**src/rtl/u8u16_pkg.sv**
```systemverilog
// shared types and constants for the utf-8 to utf-16 transcoder
package u8u16_pkg;

	localparam int unsigned BYTE_W    = 8;
	localparam int unsigned UNIT_W    = 16;
	localparam int unsigned CP_W      = 21;
	localparam int unsigned PEND_W    = 2;
	localparam int unsigned CNT_W     = 2;
	localparam int unsigned BUF_DEPTH = 2;

	localparam logic [CP_W-1:0]   CP_OFFSET  = 21'h10000;
	localparam logic [UNIT_W-1:0] HI_SURR    = 16'hd800;
	localparam logic [UNIT_W-1:0] LO_SURR    = 16'hdc00;
	localparam logic [UNIT_W-1:0] BAD_UNIT   = 16'h0000;
	localparam logic [PEND_W-1:0] PEND_NONE  = 2'd0;
	localparam logic [PEND_W-1:0] PEND_ONE   = 2'd1;
	localparam logic [PEND_W-1:0] PEND_TWO   = 2'd2;
	localparam logic [PEND_W-1:0] PEND_THREE = 2'd3;

	typedef struct packed {
		logic [UNIT_W-1:0] unit;
		logic              last;
	} entry_t;

	typedef struct packed {
		logic [CNT_W-1:0]  n;
		entry_t            ent0;
		entry_t            ent1;
		logic [CP_W-1:0]   cp_next;
		logic [PEND_W-1:0] pend_next;
	} decode_t;

endpackage

```
**src/rtl/u8u16_decode.sv**
```systemverilog
// combinational decode of one utf-8 byte against the open sequence state
module u8u16_decode (
	input  logic [u8u16_pkg::BYTE_W-1:0] in_byte,
	input  logic                         stream_end,
	input  logic [u8u16_pkg::CP_W-1:0]   cp,
	input  logic [u8u16_pkg::PEND_W-1:0] pend,
	output u8u16_pkg::decode_t           dec
);

	logic [u8u16_pkg::CNT_W-1:0]  n;
	logic [u8u16_pkg::UNIT_W-1:0] u0;
	logic [u8u16_pkg::UNIT_W-1:0] u1;
	logic [u8u16_pkg::CP_W-1:0]   cp_n;
	logic [u8u16_pkg::PEND_W-1:0] pend_n;
	logic [u8u16_pkg::CP_W-1:0]   cp_acc;
	logic [u8u16_pkg::CP_W-1:0]   v;
	logic [u8u16_pkg::PEND_W-1:0] pend_dec;
	logic                         is_cont;
	logic                         do_lead;
	logic                         lead_emit;
	logic [u8u16_pkg::UNIT_W-1:0] lead_unit;
	logic [u8u16_pkg::CP_W-1:0]   lead_cp;
	logic [u8u16_pkg::PEND_W-1:0] lead_pend;

	assign is_cont  = (in_byte[7:6] == 2'b10);
	assign cp_acc   = {cp[u8u16_pkg::CP_W-7:0], in_byte[5:0]};
	assign pend_dec = pend - u8u16_pkg::PEND_ONE;
	assign v        = cp_acc - u8u16_pkg::CP_OFFSET;

	// lead byte classification
	always_comb begin
		lead_emit = 1'b0;
		lead_unit = u8u16_pkg::BAD_UNIT;
		lead_cp   = '0;
		lead_pend = u8u16_pkg::PEND_NONE;
		if (in_byte[7:5] == 3'b110) begin
			lead_cp   = {16'd0, in_byte[4:0]};
			lead_pend = u8u16_pkg::PEND_ONE;
		end else if (in_byte[7:4] == 4'b1110) begin
			lead_cp   = {17'd0, in_byte[3:0]};
			lead_pend = u8u16_pkg::PEND_TWO;
		end else if (in_byte[7:3] == 5'b11110) begin
			lead_cp   = {18'd0, in_byte[2:0]};
			lead_pend = u8u16_pkg::PEND_THREE;
		end else if (in_byte[7]) begin
			lead_emit = 1'b1;
		end else begin
			lead_emit = 1'b1;
			lead_unit = {8'd0, in_byte};
		end
	end

	always_comb begin
		n       = 2'd0;
		u0      = u8u16_pkg::BAD_UNIT;
		u1      = u8u16_pkg::BAD_UNIT;
		cp_n    = cp;
		pend_n  = pend;
		do_lead = 1'b0;
		if (pend != u8u16_pkg::PEND_NONE) begin
			if (is_cont) begin
				cp_n   = cp_acc;
				pend_n = pend_dec;
				if (pend_dec == u8u16_pkg::PEND_NONE) begin
					cp_n = '0;
					if (cp_acc[u8u16_pkg::CP_W-1:16] != '0) begin
						n  = 2'd2;
						u0 = u8u16_pkg::HI_SURR | {6'd0, v[19:10]};
						u1 = u8u16_pkg::LO_SURR | {6'd0, v[9:0]};
					end else begin
						n  = 2'd1;
						u0 = cp_acc[15:0];
					end
				end
			end else begin
				// broken sequence, byte restarts as a lead
				n       = 2'd1;
				u0      = u8u16_pkg::BAD_UNIT;
				do_lead = 1'b1;
			end
		end else begin
			do_lead = 1'b1;
		end
		if (do_lead) begin
			cp_n   = lead_cp;
			pend_n = lead_pend;
			if (lead_emit) begin
				if (n == 2'd0) begin
					u0 = lead_unit;
				end else begin
					u1 = lead_unit;
				end
				n = n + 2'd1;
			end
		end
		if (stream_end) begin
			if (pend_n != u8u16_pkg::PEND_NONE) begin
				if (n == 2'd0) begin
					u0 = u8u16_pkg::BAD_UNIT;
				end else begin
					u1 = u8u16_pkg::BAD_UNIT;
				end
				n = n + 2'd1;
			end
			cp_n   = '0;
			pend_n = u8u16_pkg::PEND_NONE;
		end
	end

	assign dec.n         = n;
	assign dec.ent0.unit = u0;
	assign dec.ent0.last = (n == 2'd1);
	assign dec.ent1.unit = u1;
	assign dec.ent1.last = 1'b1;
	assign dec.cp_next   = cp_n;
	assign dec.pend_next = pend_n;

endmodule

```
**src/rtl/utf8_to_utf16_transcoder_core.sv**
```systemverilog
// top level of the utf-8 to utf-16 transcoder
//
// s_* channel: one utf-8 byte per transaction in s_tdata, s_tlast marks the
// final byte of a string. m_* channel: one utf-16 unit per transaction in
// m_tdata, m_tlast set on the last unit caused by an input byte.
// a byte is held in an input register and decoded in the next cycle. its
// zero, one or two units are then written into a two-entry output buffer,
// from which the first unit can then be taken.
// throughput is one byte per cycle while m_tready stays high. a byte that
// yields two units (surrogate pair or malformed sequence) holds up the input,
// because the buffer drains one unit per cycle.
// a unit leaving the buffer frees its entry in the same cycle, so s_tready
// also follows m_tready. when the receiver stalls, the buffer fills and the
// input register holds its byte until room frees up.
// reset clears the open sequence, the input register and the output buffer.
// malformed input yields the unit 0x0000; a sequence still open at the byte
// flagged s_tlast yields one more 0x0000 and the state returns to idle.
module utf8_to_utf16_transcoder_core (
	input  logic        clk,
	input  logic        arst_n,
	input  logic        s_tvalid,
	output logic        s_tready,
	input  logic [7:0]  s_tdata,  // [7:0] in_byte
	input  logic        s_tlast,
	output logic        m_tvalid,
	input  logic        m_tready,
	output logic [15:0] m_tdata,  // [15:0] unit_value
	output logic        m_tlast
);

	logic                         valid_s1;
	logic [u8u16_pkg::BYTE_W-1:0] byte_s1;
	logic                         last_s1;
	logic [u8u16_pkg::CP_W-1:0]   cp_q;
	logic [u8u16_pkg::PEND_W-1:0] pend_q;
	u8u16_pkg::entry_t            ent_q [u8u16_pkg::BUF_DEPTH];
	u8u16_pkg::entry_t            ent_n [u8u16_pkg::BUF_DEPTH];
	logic [u8u16_pkg::CNT_W-1:0]  cnt_q;
	logic [u8u16_pkg::CNT_W-1:0]  cnt_n;
	logic [u8u16_pkg::CNT_W-1:0]  cnt_pop;
	logic [u8u16_pkg::CNT_W-1:0]  space;
	u8u16_pkg::decode_t           dec;
	logic                         advance;
	logic                         take;
	logic                         pop;

	u8u16_decode u_decode (
		.in_byte    (byte_s1),
		.stream_end (last_s1),
		.cp         (cp_q),
		.pend       (pend_q),
		.dec        (dec)
	);

	assign m_tvalid = (cnt_q != '0);
	assign pop      = m_tvalid && m_tready;
	assign cnt_pop  = pop ? (cnt_q - 2'd1) : cnt_q;
	assign space    = u8u16_pkg::CNT_W'(u8u16_pkg::BUF_DEPTH) - cnt_pop;
	assign advance  = valid_s1 && (dec.n <= space);
	assign s_tready = !valid_s1 || advance;
	assign take     = s_tvalid && s_tready;
	assign m_tdata  = ent_q[0].unit;
	assign m_tlast  = ent_q[0].last;

	always_comb begin
		ent_n = ent_q;
		if (pop) begin
			ent_n[0] = ent_q[1];
		end
		cnt_n = cnt_pop;
		if (advance) begin
			if (dec.n != 2'd0) begin
				if (cnt_pop == 2'd0) begin
					ent_n[0] = dec.ent0;
				end else begin
					ent_n[1] = dec.ent0;
				end
			end
			if (dec.n == 2'd2) begin
				ent_n[1] = dec.ent1;
			end
			cnt_n = cnt_pop + dec.n;
		end
	end

	always_ff @(posedge clk or negedge arst_n) begin
		if (!arst_n) begin
			valid_s1 <= 1'b0;
			cp_q     <= '0;
			pend_q   <= u8u16_pkg::PEND_NONE;
			cnt_q    <= '0;
		end else begin
			if (s_tready) begin
				valid_s1 <= s_tvalid;
			end
			if (advance) begin
				cp_q   <= dec.cp_next;
				pend_q <= dec.pend_next;
			end
			cnt_q <= cnt_n;
		end
	end

	always_ff @(posedge clk) begin
		if (take) begin
			byte_s1 <= s_tdata;
			last_s1 <= s_tlast;
		end
		ent_q <= ent_n;
	end

endmodule

```
**config.mk**
```make
export PLATFORM = sky130hd
export DESIGN_NAME = utf8_to_utf16_transcoder_core
export DESIGN_NICKNAME = d
export VERILOG_FILES = /design/src/rtl/u8u16_pkg.sv /design/src/rtl/u8u16_decode.sv /design/src/rtl/utf8_to_utf16_transcoder_core.sv
export SDC_FILE = /design/constraint.sdc
export NUM_CORES = 1
export LEC_CHECK = 0
export BUFFER_PORTS_ARGS = -buffer_cell sky130_fd_sc_hd__clkbuf_2
export CORE_MARGIN = 3
export CORE_UTILIZATION = 54
export CTS_BUF_LIST = sky130_fd_sc_hd__clkbuf_16
export DETAILED_ROUTE_END_ITERATION = 8
export PLACE_DENSITY = 0.76
export SLEW_MARGIN = 20
export SYNTH_ARGS = -nofsm -noshare
export SYNTH_HDL_FRONTEND = slang
export SYNTH_HIERARCHICAL = 1
export SYNTH_SLANG_ARGS = --single-unit
```
**constraint.sdc**
```tcl
create_clock -name clk -period 4.3 [get_ports clk]
set_input_delay 0 -clock clk [delete_from_list [all_inputs] [get_ports clk]]
set_output_delay 0 -clock clk [all_outputs]
set_load 0.05 [all_outputs]
```
=== Yosys cells after proc, flatten, opt, wreduce, memory -nomap -nowiden ===
Index checks and enable logic that the tools add are counted.

* Bits in registers: 63
* Output and inout port bits: 19
* Word-level logic and storage cells: 104

* $add $sub $neg: 7
* Order comparisons: 1
* Eq/ne operators: 7
* Muxes and demuxes: 60
* Reduce and logical (&&, ||, !) cells: 19

{| class="wikitable"
|+ Operators with widths
! kind !! number
|-
| two-way mux 16 bit || 23
|-
| two-way mux 15 bit || 6
|-
| two-way mux 17 bit || 4
|-
| two-way mux 34 bit || 2
|-
| two-way mux 2 bit || 17
|-
| subtractor 20 x 17 -> 20 bit (second input constant) || 1
|-
| nonzero test 2 bit || 5
|-
| zero test 2 bit || 4
|-
| two-way mux 7 bit || 1
|-
| AND reduction 3 bit || 2
|-
| nonzero test 3 bit || 2
|-
| == test 5 bit (second input constant) || 1
|-
| two-way mux 1 bit || 5
|-
| nonzero test 5 bit || 1
|-
| adder 2 x 1 -> 2 bit (second input constant) || 2
|-
| == test 2 bit (second input constant) || 2
|-
| == test 4 bit (second input constant) || 1
|-
| two-way mux 4 bit || 1
|-
| subtractor 2 x 1 -> 2 bit (second input constant) || 2
|-
| == test 3 bit (second input constant) || 1
|-
| logical AND 1 bit || 3
|-
| two-way mux 3 bit || 1
|-
| adder 2 bit || 1
|-
| == test 2 x 1 -> 1 bit (second input constant) || 1
|-
| 5 further kinds || 5
|}

=== Depth between registers and ports, before layout ===
Gate-level depths: netlist of the first run.

* Depth after elaboration: 16
* Mapped depth: 17
* Depth with buffers taken out: 14

=== Hierarchy ===
Netlist of the first run, hierarchy kept.

{| class="wikitable"
|+ Modules (own cells, without submodules)
! module !! instances !! cells an instance !! area each (µm²) !! sequential area each (µm²)
|-
| utf8_to_utf16_transcoder_core || 1 || 234 || 3,031.7 || 1,771.7
|-
| u8u16_decode || 1 || 141 || 844.6 || 0.0
|}

=== Worst setup path after synthesis of the first run ===
OpenSTA, ideal clock, no wires.

* Path kind: register -> register
* From: reg pend_q[0] (netlist bit)
* To: reg ent_q[0] (netlist bit) (enable)
* Setup time: 0.397 ns
* Data arrival time: 4.255 ns
* Setup slack: -0.351 ns
* Cell stages (with the launch flop): 17
* Cell sequence: dfrtp_1 -> inv_1 -> ha_1 -> buf_2 -> or3b_1 -> o32a_1 -> a21bo_1 -> xor2_1 -> clkbuf_1 -> clkbuf_1 -> inv_1 -> ha_1 -> nand3_1 -> o21ai_4 -> buf_2 -> o21ai_0 -> a21oi_1

{| class="wikitable"
|+ RTL lines
! what !! RTL line !! text
|-
| from (decl) || utf8_to_utf16_transcoder_core.sv:35 || <nowiki>logic [u8u16_pkg::PEND_W-1:0] pend_q;</nowiki>
|-
| from (signal assigned) || utf8_to_utf16_transcoder_core.sv:90 || <nowiki>pend_q <= u8u16_pkg::PEND_NONE;</nowiki>
|-
| from (signal assigned) || utf8_to_utf16_transcoder_core.sv:98 || <nowiki>pend_q <= dec.pend_next;</nowiki>
|-
| to (signal assigned) || utf8_to_utf16_transcoder_core.sv:109 || <nowiki>ent_q <= ent_n;</nowiki>
|-
| to (decl) || utf8_to_utf16_transcoder_core.sv:36 || <nowiki>u8u16_pkg::entry_t ent_q [u8u16_pkg::BUF_DEPTH];</nowiki>
|}

==> results list, run 1 <==
* Status: complete, no violations
* IO Count: 32
- WP data required: 4.51 ns
- Initial DRC count: 197
- Final TNS setup: 0 ns
- Entering global routing, the biggest net connects 39 pins.
- Class of the tightest hold or removal check: in -> async
* Start-to-end type of the worst setup path: reg -> reg
- Number of global-route vias before repair: between 2000 and 2500
* Aggregate global routing overflow: 0
- Number of maximum-capacitance violations: 0
* # DRC: 0
- Most used cells in the layout excluding fill and tap cells: sky130_fd_sc_hd__nand2_1, sky130_fd_sc_hd__mux2_2, sky130_fd_sc_hd__nor2_1
- Fill cells in the final layout number about 530.
* Area of the multi-input gates: around 1700 µm²
* Setup repair after global routing missed its margin: no
- Detail Route Antenna Nets: 0
* Area occupied by registers: 1620 µm²
- The root buffer cell chosen for the clock tree is sky130_fd_sc_hd__clkbuf_16.
* Worst clock skew: 0.00907 ns
- Global placement routability congestion: just under 0.9
* Most common cell after layout, fill and taps aside: sky130_fd_sc_hd__nand2_1
- Data on the critical path arrives at its endpoint at roughly 4.2 ns.
* Post-CTS Hold Fix Bufs: 11
* Final routed wire length divided by cell count: approximately 15 µm
* Initial antenna violation count: 0
- The worst setup path is launched from a register.
- The cell area that synthesis handed to floorplanning was 3620 µm².
- For this run, the number of Yosys warnings is 6.
- Count of instances resized after the clock tree is built: 0
- Placed cell count: between 400 and 500
- Number of instances in the synthesized netlist: approximately 360
* Placeable core region: 6420 µm²
- The most critical setup path has its startpoint at cp_q[10].
- Once placement finished, the instance area stood at 3680 µm².
* Worst R2R Path Depth: 15
- Measured against its own limit, the worst slew margin works out to a little over a third.
* Total via count after detailed routing: 2564
- Maximum count of clock buffers along a single path: 2
* Slack of the worst reg-to-reg path: 0.35 ns
- Width of the die: 87.9 µm
- Worst Tran Pin Value: 0.952 ns
- The initial utilization of the core area, before any placement, comes to a little under three fifths.
* Final setup violating endpoints: 0
- In this run the vertical extent of the chip is between 80 and 90 µm.
- Subtracting the final worst setup slack from the clock period gives 3.95 ns.
- The first global-routing pass estimated 11700 µm of wire.
- H-tree level count: 3
* Worst-skew pair later-pin latency: ~0.33 ns
* Area growth from synthesis to layout: 13.6%
- Final count of hold timing violations: 0
- The die covers 7720 µm².
* Post-CTS repair timing setup buffer count: 0
* Pre-antenna DRT Iters: 5
- Count of input and output buffers: 31
- Standard-cell rows: 29
- The number of clock buffers added by TritonCTS is 9.
- Cells with a size suffix above 1 make up 26.4% of the layout.
- Crit path capture type: register
- Syn_area_per_cell: between 10 and 15 µm²
- Tightest hold margin: ~0.19 ns
* Final worst path period share: around nine tenths
- After clock tree synthesis, the clock-pin slew on the worst setup and hold paths is roughly 0.05 ns.
- Net count of the finished layout: 400
* Worst flop-to-flop path startpoint: cp_q[10]
* Post-detailed-placement half-perimeter wirelength: between 4000 and 5000 µm
- 0 antenna diodes ended up in the layout.
- CTS sink count: 63
- Net count after synthesis: 380
- After detailed routing, the number of vias per cell comes to 5.59.
- Fmax achieved: approximately 0.25 GHz
- Number of standard cells in the layout, taps in and fillers out: around 460
* CP max FO: 17
* R2r endpoint: m_tdata[4]
- DRT Wirelength: approximately 7000 µm
- Clock tree from TritonCTS: done
- Pins Over Slew Limit: 0
* Finished Cell Area: roughly 4100 µm²
- Total routing usage reported by global routing: between 10% and 20%
* Capture point of the worst path: m_tdata[4]
[how the worst min path moves through the flow]
stage	end	depth (start not counted)
finish	cnt_q[1]	2
CTS	cnt_q[1]	2
global placement	cnt_q[1]	1
global route	cp_q[7]	2
floorplan	cnt_q[0]	0
detailed placement	cnt_q[1]	1
[final cells by class]
class | instances | share of cell area, %
Sequential cell | 63 | 39.4
Multi-Input combinational cell | 244 | 41.8
Inverter | 10 | 0.912
Clock inverter | 7 | 2.37
Tap cell | 77 | 2.34
Clock buffer | 9 | 5.47
Timing Repair Buffer | 49 | 7.72
[through the flow]
step	util, %	setup WS (ns)
global placement	57.3	0.523
CTS	64.1	0.372
floorplan	-	0.0749
detailed placement	57.3	0.402
finish	64.1	0.348
global route	64.1	0.0589
[critical path, cell delays in order, from the launching register on]
cell,delay [ns]
sky130_fd_sc_hd__dfrtp_1,0.40
sky130_fd_sc_hd__inv_1,0.09
sky130_fd_sc_hd__ha_1,0.15
sky130_fd_sc_hd__nor4b_1,0.65
sky130_fd_sc_hd__nor2_1,0.11
sky130_fd_sc_hd__buf_4,0.20
sky130_fd_sc_hd__a31oi_1,0.20
sky130_fd_sc_hd__ha_1,0.26
sky130_fd_sc_hd__or2_0,0.23
sky130_fd_sc_hd__and2_1,0.16
sky130_fd_sc_hd__ha_1,0.32
sky130_fd_sc_hd__nor2b_4,0.15
sky130_fd_sc_hd__o21ai_4,0.15
sky130_fd_sc_hd__o211a_1,0.15
sky130_fd_sc_hd__buf_4,0.24
sky130_fd_sc_hd__mux2_2,0.36
[registers in the layout (all words and copies together) (netlist names)]
name	flops
ent_q	17
cnt_q	2
byte_s1	8
pend_q	2
m_tlast	1
m_tdata	16
valid_s1	1
cp_q	15
last_s1	1
[per-layer routing]
| layer | global-route usage (%) | part of all wire (%) |
|---|---|---|
| met1 | 26.9 | 47 |
| met2 | 31.2 | 47 |
| met3 | 4.80 | 4.7 |
| met4 | 7.67 | 1.7 |
| met5 | 0 | 0 |
Power of run 1 is not shown: default switching activity piles up to over one toggle a cycle in this logic, so the estimate is an artifact.
==> inputs of run 2 (changes only) <==
- CTS_CLUSTER_DIAMETER: default -> 150
- RECOVER_POWER: default -> 100
==> results list, run 2 (same netlist as run 1, synthesis figures left out) <==
- STA classifies the critical path startpoint as a register.
* Die boundary height: ~88 µm
- Placeable core region: about 6400 µm²
- Width of the die: slightly below 90 µm
- # DRC: 0
* Pre-antenna DRT Iters: 4
- Net count of the finished layout: 400
- Summing all placed instances gives a cell area of approximately 3700 µm².
- Area growth from synthesis to layout: 12.7%
- Largest net degree at the start of global routing: 39
- Worst Tran Pin Value: between 1 and 1.5 ns
- Detailed placement finished with a half-perimeter wire length of ~4800 µm.
- Post-CTS timing repair inserted 0 buffers for setup.
- STA puts the critical path data arrival time at roughly 4.2 ns.
* Tightest hold margin: ~0.36 ns
* CP max stage cell: sky130_fd_sc_hd__nor4b_1
- Across the run, the number of max-cap violations was 0.
- Counting every sink on the clock net gives 63.
- Clock tree synthesis inserted a total of 9 buffers.
- In this run, post-CTS hold repair placed 11 buffers.
- Initial antenna violation count: 0
- Final worst path period share: approximately 92%
- H-tree level count: 3
* Final setup violating endpoints: 0
- Longest individual stage delay on the worst path: 0.63 ns
- Count of input and output buffers: 31
- Fmax achieved: 0.253 GHz
- DRT Wirelength: roughly 7000 µm
* Standard-cell rows: 29
- The filler cells instantiated in the layout total 540.
- Final TNS setup: 0 ns
* Fraction of final layout cells with drive strength greater than 1: 21.2%
* Initial DRC count: 171
* Maximum count of clock buffers along a single path: 2
- The library cell used most frequently in the layout, excluding fill and tap cells, is sky130_fd_sc_hd__nand2_1.
- Routability-driven placement finished with a final weighted congestion of ~0.89.
- For the finished layout, the period the worst path requires is a little under 4 ns.
* Count of instances resized after the clock tree is built: 0
- First-pass GRT wire length: about 12000 µm
- Worst setup timing slack at the placement stage: ~0.4 ns
* Post-detailed-route via-to-cell ratio: 5.47
- The detail route stage leaves a number of antenna-violating nets equal to 0.
- Most used cells in the layout excluding fill and tap cells: sky130_fd_sc_hd__nand2_1, sky130_fd_sc_hd__mux2_2, sky130_fd_sc_hd__nor2_1
- The register with the most flip-flops in the layout has 17 of them.
- Across every metal layer, demand over resource in global routing totals 19.9%.
* Clock tree from TritonCTS: done
- Worst-skew pair later-pin latency: ~0.33 ns
- WP data required: between 4 and 5 ns
* Clock transition at the registers of the reported paths: about 0.050 ns
* Finished Cell Area: ~4100 µm²
- The flow ran to the end, and the final reports show no timing, DRC or antenna violations.
- Of all nets on the critical path, the largest fanout is 17.
- Summing over every cut layer, the via total after detailed routing is ~2500.
* Setup repair after global routing missed its margin: no
- Class of the tightest hold or removal check: in -> reg
- The worst setup path is captured at a register.
* Initial core utilization: between 50% and 60%
* Worst path cell trace: inv_1 > ha_1 > nor4b_1 > nor2_1 > buf_4 > a31oi_1 > ha_1 > or2_0 > and2_0 > ha_1 > nor2b_4 > o21ai_4 > o211a_1 > buf_4 > mux2_2
- CTS placed an instance of sky130_fd_sc_hd__clkbuf_16 at the clock tree root.
- Between clock sinks in the finished design, the worst skew comes to just over 0.009 ns.
- More flip-flops sit in one register than any other, and that register is ent_q.
- In this run the count of I/O pins placed on the die edge is 32.
- Number of global-route vias before repair: around 2400
- The number of pins exceeding their max-slew limit in the final report came to 0.
- Start-to-end type of the worst setup path: reg -> reg
- In the final routed layout, each cell accounts on average for 15.1 µm.
- Worst slew margin relative to its limit: between 20% and 30%
- Once routing completed, OpenROAD measured the worst setup slack at around 0.34 ns.
- Overall die area: around 7700 µm²
* Most frequent CP cell: sky130_fd_sc_hd__ha_1
* Aggregate global routing overflow: 0
- The final number of hold-violating endpoints was 0.
- Inserted Diodes: 0
[run 2: changes by cell type in the layout (fill, tap and decap cells not counted), sizes merged]
cell	delta
buf	-1
clkbuf	+1
[run 2: metal layers]
metal / vias up / routed length, µm / track usage, %
li1: 1244 / - / -
met1: 1197 / 3270 / 26.9
met2: 59 / 3190 / 31.2
met3: 11 / 344 / 4.80
met4: 0 / 112 / 7.67
met5: - / 0 / 0
[run 2: layout make-up]
cell class / instances / area, µm² / area share (%)
Multi-Input combinational cell: 244 / 1710 / 41.9
Sequential cell: 63 / 1620 / 39.7
Timing Repair Buffer: 49 / 294 / 7.21
Clock buffer: 9 / 225 / 5.52
Clock inverter: 7 / 97.6 / 2.39
Tap cell: 77 / 96.3 / 2.36
Inverter: 10 / 37.5 / 0.920
[run 2: final timing paths]
path	slack [ns]	cells after the start	to	from
setup / recovery	0.34	15	m_tdata[4]	cp_q[10]
hold / removal	0.36	6	cnt_q[1]	m_tready
setup reg to reg	0.34	15	m_tdata[4]	cp_q[10]
hold reg to reg	0.53	1	pend_q[1]	pend_q[1]
max in group asynchronous	3.19	2	cp_q[12]	arst_n
min in group asynchronous	0.42	2	cp_q[7]	arst_n
[run 2: worst max-delay path, delay by kind of cell (launching register included)]
| family | cells | cell delay (ns) |
|---|---|---|
| flip-flops | 1 | 0.40 |
| adder cells (fa/ha/maj) | 3 | 0.74 |
| AND/OR/NAND/NOR | 5 | 1.30 |
| AO/OA/AOI/OAI | 3 | 0.50 |
| buffers and inverters | 3 | 0.52 |
| multiplexers | 1 | 0.37 |
[run 2: stage by stage]
step | util (%) | instances
floorplan | - | 357
global placement | 57.3 | 432
detailed placement | 57.3 | 432
CTS | 64.1 | 459
global route | 63.5 | 459
finish | 63.5 | 459
Power of run 2 is left out for the same reason.
